**src/hdl/stsp_pkg.sv**
```systemverilog
`default_nettype none

package stsp_pkg;

	// Result kinds as they appear on the output tuser.
	typedef enum logic [1:0] {
		KIND_TOKEN = 2'd0,
		KIND_TEND  = 2'd1,
		KIND_EOI   = 2'd2,
		KIND_ERROR = 2'd3
	} kind_t;

	localparam logic [7:0] CH_TILDE = 8'h7E;
	localparam logic [7:0] CH_QUOTE = 8'h22;
	localparam logic [7:0] CH_LF    = 8'h0A;
	localparam logic [7:0] CH_LOW_A = 8'h61;
	localparam logic [7:0] CH_LOW_Z = 8'h7A;

	// Queue between classifier and serializer.
	localparam int QUEUE_DEPTH = 4;
	localparam int QPTR_W      = $clog2(QUEUE_DEPTH);
	localparam int MAX_RES     = 4;

	typedef struct packed {
		kind_t      kind;
		logic [7:0] data;
	} slot_t;

	// One classified input byte: up to four results in emission order.
	typedef struct packed {
		logic [2:0]  cnt;
		slot_t [3:0] slot;
	} plan_t;

	// Queue status seen by the classifier.
	typedef struct packed {
		logic full;
		logic empty;
	} qstat_t;

	function automatic logic is_ws(input logic [7:0] c);
		return (c >= 8'd9 && c <= 8'd13) || c == 8'd32;
	endfunction

	function automatic logic is_special(input logic [7:0] c);
		return c == 8'h7B || c == 8'h7D || c == 8'h5B || c == 8'h5D ||
			c == 8'h28 || c == 8'h29 || c == 8'h3B;
	endfunction

	// Appends one result to a plan.
	function automatic plan_t add_result(input plan_t p, input kind_t k, input logic [7:0] d);
		plan_t r;
		r = p;
		r.slot[p.cnt[1:0]].kind = k;
		r.slot[p.cnt[1:0]].data = d;
		r.cnt = p.cnt + 3'd1;
		return r;
	endfunction

endpackage

`default_nettype wire

```
**src/hdl/stsp_front.sv**
```systemverilog
`default_nettype none

module stsp_front (
	input  wire logic            clk,
	input  wire logic            arst_n,
	input  wire logic            in_valid,
	output logic                 in_ready,
	input  wire logic [7:0]      in_ch,
	input  wire logic            in_end,
	input  wire stsp_pkg::qstat_t qstat,
	output logic                 push,
	output stsp_pkg::plan_t      push_plan
);

	logic in_comment_q, in_string_q, skipping_q, token_open_q, tilde_q;
	logic in_comment_d, in_string_d, skipping_d, token_open_d, tilde_d;
	logic open_v;
	stsp_pkg::plan_t p;

	assign in_ready = !qstat.full;

	// Classify the byte against the lexer state and build its result list.
	always_comb begin
		in_comment_d = in_comment_q;
		in_string_d  = in_string_q;
		skipping_d   = skipping_q;
		token_open_d = token_open_q;
		tilde_d      = tilde_q;
		open_v       = token_open_q;
		p            = '0;
		if (in_end) begin
			if (in_string_q) begin
				p = stsp_pkg::add_result(p, stsp_pkg::KIND_ERROR, 8'd0);
			end else begin
				if (tilde_q)
					p = stsp_pkg::add_result(p, stsp_pkg::KIND_TOKEN, stsp_pkg::CH_TILDE);
				if (tilde_q || token_open_q)
					p = stsp_pkg::add_result(p, stsp_pkg::KIND_TEND, 8'd0);
				p = stsp_pkg::add_result(p, stsp_pkg::KIND_EOI, 8'd0);
			end
			in_comment_d = 1'b0;
			in_string_d  = 1'b0;
			skipping_d   = 1'b0;
			token_open_d = 1'b0;
			tilde_d      = 1'b0;
		end else if (in_comment_q) begin
			if (in_ch == stsp_pkg::CH_LF)
				in_comment_d = 1'b0;
		end else if (in_string_q) begin
			if (in_ch == stsp_pkg::CH_QUOTE) begin
				p = stsp_pkg::add_result(p, stsp_pkg::KIND_TEND, 8'd0);
				in_string_d  = 1'b0;
				token_open_d = 1'b0;
			end else begin
				p = stsp_pkg::add_result(p, stsp_pkg::KIND_TOKEN, in_ch);
			end
		end else if (skipping_q) begin
			if (stsp_pkg::is_ws(in_ch)) begin
				skipping_d = 1'b0;
			end else if (stsp_pkg::is_special(in_ch)) begin
				skipping_d = 1'b0;
				p = stsp_pkg::add_result(p, stsp_pkg::KIND_TOKEN, in_ch);
				p = stsp_pkg::add_result(p, stsp_pkg::KIND_TEND, 8'd0);
			end
		end else if (tilde_q && in_ch == stsp_pkg::CH_TILDE) begin
			tilde_d      = 1'b0;
			in_comment_d = 1'b1;
		end else begin
			// A held tilde is released in front of any other byte.
			if (tilde_q) begin
				tilde_d = 1'b0;
				p = stsp_pkg::add_result(p, stsp_pkg::KIND_TOKEN, stsp_pkg::CH_TILDE);
				open_v = 1'b1;
			end
			token_open_d = open_v;
			if (stsp_pkg::is_ws(in_ch)) begin
				if (open_v)
					p = stsp_pkg::add_result(p, stsp_pkg::KIND_TEND, 8'd0);
				token_open_d = 1'b0;
			end else if (stsp_pkg::is_special(in_ch)) begin
				if (open_v)
					p = stsp_pkg::add_result(p, stsp_pkg::KIND_TEND, 8'd0);
				p = stsp_pkg::add_result(p, stsp_pkg::KIND_TOKEN, in_ch);
				p = stsp_pkg::add_result(p, stsp_pkg::KIND_TEND, 8'd0);
				token_open_d = 1'b0;
			end else if (in_ch == stsp_pkg::CH_QUOTE) begin
				if (open_v)
					p = stsp_pkg::add_result(p, stsp_pkg::KIND_TEND, 8'd0);
				p = stsp_pkg::add_result(p, stsp_pkg::KIND_TOKEN, in_ch);
				in_string_d  = 1'b1;
				token_open_d = 1'b1;
			end else if (!open_v && in_ch >= stsp_pkg::CH_LOW_A &&
					in_ch <= stsp_pkg::CH_LOW_Z) begin
				skipping_d = 1'b1;
			end else if (!open_v && in_ch == stsp_pkg::CH_TILDE) begin
				tilde_d = 1'b1;
			end else begin
				p = stsp_pkg::add_result(p, stsp_pkg::KIND_TOKEN, in_ch);
				token_open_d = 1'b1;
			end
		end
	end

	// Items with no results never enter the queue.
	assign push      = in_valid && in_ready && p.cnt != 3'd0;
	assign push_plan = p;

	// Lexer state.
	always_ff @(posedge clk or negedge arst_n) begin
		if (!arst_n) begin
			in_comment_q <= 1'b0;
			in_string_q  <= 1'b0;
			skipping_q   <= 1'b0;
			token_open_q <= 1'b0;
			tilde_q      <= 1'b0;
		end else if (in_valid && in_ready) begin
			in_comment_q <= in_comment_d;
			in_string_q  <= in_string_d;
			skipping_q   <= skipping_d;
			token_open_q <= token_open_d;
			tilde_q      <= tilde_d;
		end
	end

endmodule

`default_nettype wire

```
**src/hdl/stsp_queue.sv**
```systemverilog
`default_nettype none

module stsp_queue (
	input  wire logic             clk,
	input  wire logic             arst_n,
	input  wire logic             push,
	input  wire stsp_pkg::plan_t  push_plan,
	input  wire logic             pop,
	output stsp_pkg::plan_t       head,
	output stsp_pkg::qstat_t      qstat
);

	localparam int PTR_W = stsp_pkg::QPTR_W;
	localparam int CNT_W = stsp_pkg::QPTR_W + 1;

	stsp_pkg::plan_t mem_q [stsp_pkg::QUEUE_DEPTH];
	logic [PTR_W-1:0] wr_ptr_q, rd_ptr_q;
	logic [CNT_W-1:0] count_q;

	assign qstat.full  = count_q == CNT_W'(stsp_pkg::QUEUE_DEPTH);
	assign qstat.empty = count_q == '0;
	assign head        = mem_q[rd_ptr_q];

	// Entry storage.
	always_ff @(posedge clk) begin
		if (push)
			mem_q[wr_ptr_q] <= push_plan;
	end

	// Pointers and fill level.
	always_ff @(posedge clk or negedge arst_n) begin
		if (!arst_n) begin
			wr_ptr_q <= '0;
			rd_ptr_q <= '0;
			count_q  <= '0;
		end else begin
			if (push)
				wr_ptr_q <= wr_ptr_q + PTR_W'(1);
			if (pop)
				rd_ptr_q <= rd_ptr_q + PTR_W'(1);
			if (push && !pop)
				count_q <= count_q + CNT_W'(1);
			else if (pop && !push)
				count_q <= count_q - CNT_W'(1);
		end
	end

endmodule

`default_nettype wire

```
**src/hdl/stsp_back.sv**
```systemverilog
`default_nettype none

module stsp_back (
	input  wire logic             clk,
	input  wire logic             arst_n,
	input  wire stsp_pkg::plan_t  head,
	input  wire stsp_pkg::qstat_t qstat,
	output logic                  pop,
	output logic                  out_valid,
	input  wire logic             out_ready,
	output logic [1:0]            out_kind,
	output logic [7:0]            out_data,
	output logic                  out_last
);

	stsp_pkg::plan_t cur_q;
	logic            cur_valid_q;
	logic [1:0]      idx_q;
	logic            done;

	// Current result of the plan being sent.
	assign out_valid = cur_valid_q;
	assign out_kind  = cur_q.slot[idx_q].kind;
	assign out_data  = cur_q.slot[idx_q].data;
	assign out_last  = ({1'b0, idx_q} + 3'd1) == cur_q.cnt;

	assign done = !cur_valid_q || (out_ready && out_last);
	assign pop  = done && !qstat.empty;

	// Plan holding register and slot index.
	always_ff @(posedge clk or negedge arst_n) begin
		if (!arst_n) begin
			cur_valid_q <= 1'b0;
			idx_q       <= '0;
		end else if (done) begin
			cur_valid_q <= !qstat.empty;
			idx_q       <= '0;
		end else if (out_ready) begin
			idx_q <= idx_q + 2'd1;
		end
	end

	always_ff @(posedge clk) begin
		if (pop)
			cur_q <= head;
	end

endmodule

`default_nettype wire

```
**src/hdl/script_token_splitter.sv**
```systemverilog
`default_nettype none

// Channel  Dir  tdata            tuser      tlast
// s_*      in   [7:0] ch         -          is_end
// m_*      out  [7:0] data       [1:0] kind last
//
// An input byte is taken every cycle while the four-entry plan queue has room.
// Each byte yields zero to four results; the serializer sends one result per
// cycle while m_tready is high, so throughput is one byte per cycle when bytes
// give at most one result. Results pass the queue, then the plan register.
// Reset clears the lexer state and empties the queue; no clearing pass is needed.
// A stalled output fills the queue, after which s_tready falls.

module script_token_splitter (
	input  wire logic       clk,
	input  wire logic       arst_n,
	input  wire logic       s_tvalid,
	output logic            s_tready,
	input  wire logic [7:0] s_tdata,   // [7:0] ch
	input  wire logic       s_tlast,
	output logic            m_tvalid,
	input  wire logic       m_tready,
	output logic [7:0]      m_tdata,   // [7:0] data
	output logic [1:0]      m_tuser,   // [1:0] kind
	output logic            m_tlast
);

	stsp_pkg::qstat_t qstat;
	stsp_pkg::plan_t  push_plan, head;
	logic             push, pop;

	stsp_front u_front (
		.clk       (clk),
		.arst_n    (arst_n),
		.in_valid  (s_tvalid),
		.in_ready  (s_tready),
		.in_ch     (s_tdata),
		.in_end    (s_tlast),
		.qstat     (qstat),
		.push      (push),
		.push_plan (push_plan)
	);

	stsp_queue u_queue (
		.clk       (clk),
		.arst_n    (arst_n),
		.push      (push),
		.push_plan (push_plan),
		.pop       (pop),
		.head      (head),
		.qstat     (qstat)
	);

	stsp_back u_back (
		.clk       (clk),
		.arst_n    (arst_n),
		.head      (head),
		.qstat     (qstat),
		.pop       (pop),
		.out_valid (m_tvalid),
		.out_ready (m_tready),
		.out_kind  (m_tuser),
		.out_data  (m_tdata),
		.out_last  (m_tlast)
	);

	// The queue is never written while full.
	a_no_overflow: assert property (@(posedge clk) disable iff (!arst_n)
		push |-> !qstat.full)
		else $error("plan queue written while full");

	// Only token bytes carry data.
	a_data_zero: assert property (@(posedge clk) disable iff (!arst_n)
		m_tvalid && m_tuser != stsp_pkg::KIND_TOKEN |-> m_tdata == 8'd0)
		else $error("non-token result with data");

	// End of input and string errors always close an item's results.
	a_end_last: assert property (@(posedge clk) disable iff (!arst_n)
		m_tvalid && (m_tuser == stsp_pkg::KIND_EOI || m_tuser == stsp_pkg::KIND_ERROR)
		|-> m_tlast)
		else $error("end result not marked last");

	// A popped plan is never empty.
	a_pop_nonempty: assert property (@(posedge clk) disable iff (!arst_n)
		pop |-> head.cnt != 3'd0)
		else $error("empty plan in queue");

endmodule

`default_nettype wire
```
**config.mk**
```make
export PLATFORM = sky130hd
export DESIGN_NAME = script_token_splitter
export DESIGN_NICKNAME = d
export VERILOG_FILES = /design/src/hdl/stsp_pkg.sv /design/src/hdl/stsp_front.sv /design/src/hdl/stsp_queue.sv /design/src/hdl/stsp_back.sv /design/src/hdl/script_token_splitter.sv
export SDC_FILE = /design/constraint.sdc
export NUM_CORES = 1
export LEC_CHECK = 0
export ABC_CLOCK_PERIOD_IN_PS = 7600
export BUFFER_PORTS_ARGS = -buffer_cell sky130_fd_sc_hd__buf_2
export CAP_MARGIN = 20
export CORE_ASPECT_RATIO = 0.9
export CORE_MARGIN = 2
export CORE_UTILIZATION = 35
export CTS_CLUSTER_SIZE = 12
export DETAILED_ROUTE_END_ITERATION = 10
export PLACE_DENSITY = 0.56
export SYNTH_ARGS = -nofsm -noshare
export SYNTH_HDL_FRONTEND = slang
export SYNTH_SLANG_ARGS = --single-unit
```
**constraint.sdc**
```tcl
create_clock -name clk -period 7.6 [get_ports clk]
set_clock_uncertainty 0.2 [all_clocks]
set_input_delay 0.38 -clock clk [delete_from_list [all_inputs] [get_ports clk]]
set_output_delay 0.38 -clock clk [all_outputs]
set_load 0.02 [all_outputs]
```
==> results.yml <==
floorplanning:
  fp.dieH_um: 161.0
  die-area_sq_um: 28720
  core_area_sq_um: 26960
  rows: 57
  die_x_um: 178.4
  io_pins: 26
  initial_utilization_pct: 35.55
status:
  outcome: "finished, final reports clean"
hold_path:
  min_to: "u_back.idx_q[0]"
  min_from: "m_tready"
  holdPathStages: 3
  min_path_type: "in -> reg"
global_routing:
  grt_pass1_vias: 5169
  antenna_found_initial: 1
  grt-ovfl-total: 0
  grt_max_degree: 46
  gr-usage-all-layers_pct: 14.16
  grt_pass1_wl_mm: 30.87
power:
  fin_total_pwr_w: 0.003901
  power_density_nw_per_um2: 355.6
  leakage_nw: 3.789
  vdd_drop_max_uv: 145.0
cts:
  cts-buffers-inserted: 24
  htree_levels: 1
  cts_root_buffer: "clkbuf_16"
  clock_sinks: 230
  clkTransAtPathRegs_ns: 0.06
  cts_tree: "done"
  clock_latency_ns: 0.50
  post_cts_buffers: 0
  clk_path_buf_depth: 3
sta:
  rsz0062_at_grt: "false"
  slew-limit-headroom_pct: 30.90
  fin_setup_tns_ns: 0
  hold_viol: 0
  worst_pin_slew_ns: 1.029
  finalSetupViolations: 0
  period_needed_ns: 3.919
  fmax_mhz: 255.2
  slew_viol_final: 0
  worst_slack_ns: 3.681
  period_share_pct: 51.57
  hold_slack_ns: 0.06076
logic_synthesis:
  ys_types: 62
  synth-warning-count: 0
  synth_edf_count: 215
  async_flop_share_pct: 6.522
  synth-seq-cells: 230
  ys_seq_area_share_pct: 71.28
  syn_area_sq_um: 9584
  syn_area_per_cell_sq_um: 17.88
  syn_inst: 536
  synth-main-ff-cell: "edfxtp_1"
worst_setup_path:
  crit_type: "reg -> reg"
  crit_arrival_ns: 4.10
  cp_slowest_cell: "dfrtp_1"
  reg2reg_to: "u_queue.count_q[1]"
  cp_cell_sequence: "nor2_1 -> o211ai_1 -> or2_2 -> a211o_1 -> a32o_2 -> nor4_4 -> nor2_1 -> ha_1 -> inv_1 -> fa_1 -> mux2_2"
  reg2reg_depth: 11
  worstPathMaxFanout: 20
  start_kind: "flip-flop"
  crit_top_cell: "nor2_1"
  endpoint_kind: "flip-flop"
  rrSetupSlack_ns: 3.68
  rr_startpoint: "u_front.tilde_q"
  cpPeakStageDelay_ns: 0.61
  required_ns: 7.78
drt:
  ant_nets: 0
  wl_per_cell_um: 20.36
  drc: 0
  vias_per_cell: 5.184
  routed_wl_mm: 19.81
  vias: 5044
  drt_first_pass_iters: 5
  drt_iter0_drc: 365
job:
  cap_violations: 0
final_layout:
  syn_to_final_growth_pct: 14.45
  final_util_pct: 40.69
  nets: 628
  fillers: 2418
  drive_above_1_share_pct: 21.49
  antenna_cells: 0
placed_design:
  dpl_worst_slack_ns: 3.670
  dp.final_hpwl_mm: 12.12
  place.gp.congestion: 0.8964
  portBuffers: 25
[cell usage in the layout, fill, tap and decap left out, types with 13 or more instances in the layout]
master       n
edfxtp_1   215
mux4_2      53
conb_1      40
nor2_1      25
clkbuf_16   25
buf_2       25
nand2_1     21
o21ai_0     16
a21oi_1     14
and2_1      14
dfrtp_1     13
[critical path: cells and delay by family (launching register included)]
kind	cells	cell delay, ns
simple gates	4	1.23
compound gates	3	0.76
fa+ha+maj	2	0.64
flops	1	0.61
mux	1	0.27
buf+inv	1	0.09
[kinds of logic after synthesis]
logic type / count (synthesis) / synth area share [%]
xor+xnor: 8 / 0.7311
flops: 230 / 71.28
fa+ha+maj: 8 / 1.123
compound gates: 70 / 4.896
other cells: 1 / 0.03913
buf+inv: 38 / 1.671
mux: 55 / 12.69
simple gates: 126 / 7.572
[power by group]
| part | total [W] | switching [W] | internal, W | leakage, nW |
|---|---|---|---|---|
| clock network | 0.00107 | 0.000437 | 0.000629 | 0.343 |
| logic | 0.000975 | 0.000535 | 0.000440 | 1.26 |
| registers | 0.00186 | 0.000144 | 0.00172 | 2.18 |
| total | 0.00390 | 0.00112 | 0.00279 | 3.79 |
[synth_stat cells, types with 2 or more instances]
library cell | number | share of area [%]
nand4_1 | 4 | 0.26
a21o_1 | 6 | 0.47
a211oi_1 | 3 | 0.23
ha_1 | 7 | 0.91
dfrtp_1 | 15 | 3.9
nor4_4 | 2 | 0.44
nor4_1 | 2 | 0.13
o22ai_1 | 3 | 0.20
inv_1 | 11 | 0.43
and3b_1 | 3 | 0.27
nor3_1 | 8 | 0.42
o211ai_1 | 8 | 0.63
nor3b_1 | 8 | 0.63
o21bai_1 | 2 | 0.16
nor2b_1 | 5 | 0.33
mux4_2 | 53 | 12
o21ai_0 | 16 | 0.84
clkbuf_2 | 3 | 0.16
buf_1 | 5 | 0.20
nand2b_1 | 3 | 0.20
xor2_1 | 5 | 0.46
nor2_1 | 25 | 0.98
clkbuf_1 | 13 | 0.51
nand3_1 | 8 | 0.42
or2_2 | 4 | 0.26
nand2_1 | 21 | 0.82
a31oi_1 | 2 | 0.13
xnor2_1 | 3 | 0.27
a21oi_1 | 14 | 0.73
and2_1 | 14 | 0.91
buf_2 | 5 | 0.26
o22a_1 | 2 | 0.18
and4b_1 | 2 | 0.21
o21a_1 | 2 | 0.16
and3_1 | 6 | 0.39
mux2_2 | 2 | 0.23
or3_1 | 2 | 0.13
edfxtp_1 | 215 | 67
[worst max path at each step]
stage	start	to	cells after the start	slack (ns)
after global placement	u_front.tilde_q	u_queue.count_q[1]	11	3.83
after CTS	u_front.tilde_q	u_queue.count_q[1]	11	3.71
after global routing	u_front.tilde_q	u_queue.count_q[1]	11	3.52
after floorplan	s_tdata[2]	u_queue.mem_q[0][0]	8	1.87
after detailed placement	s_tdata[2]	u_queue.count_q[1]	12	3.67
final	u_front.tilde_q	u_queue.count_q[1]	11	3.68
[layer usage]
metal  global-route usage (%)  wire (um)  up-vias
met5                        0          0        -
met4                    3.141        327        0
met3                    2.189        916       27
met2                    22.36       9173      142
met1                    20.83       9394     2633
li1                         -          -     2242
[repair_timing]
action                    in CTS  in global routing
hold buffers                   1                  0
gates resized for setup        0                  0
hold endpoints to repair      15                  0
[area by class of cell]
| cell class | count | area [sq um] | share of cell area, % |
|---|---|---|---|
| timing repair buffer | 33 | 187.7 | 1.711 |
| sequential | 230 | 6834 | 62.30 |
| clock buffer | 33 | 655.6 | 5.977 |
| inverter | 11 | 41.29 | 0.3764 |
| clock inverter | 5 | 47.55 | 0.4334 |
| multi-input combinational | 307 | 2760 | 25.16 |
| tap | 354 | 442.9 | 4.038 |
[flip-flops by register name (all words and copies together), names as in the netlist]
| signal | count |
|---|---|
| u_front.in_string_q | 1 |
| u_front.in_comment_q | 1 |
| u_queue.rd_ptr_q | 2 |
| u_queue.wr_ptr_q | 2 |
| u_queue.mem_q | 172 |
| u_back.out_valid | 1 |
| u_back.cur_q | 43 |
| u_back.idx_q | 2 |
| u_front.skipping_q | 1 |
| u_front.token_open_q | 1 |
| u_front.tilde_q | 1 |
| u_queue.count_q | 3 |
[stage by stage]
step / std cells / area (sq um)
after floorplan: 575 / 9731
after global placement: 934 / 10260
after detailed placement: 934 / 10260
after CTS: 973 / 10970
after global routing: 973 / 10970
final: 973 / 10970
Note: power is estimated with default switching activity, not from simulation.
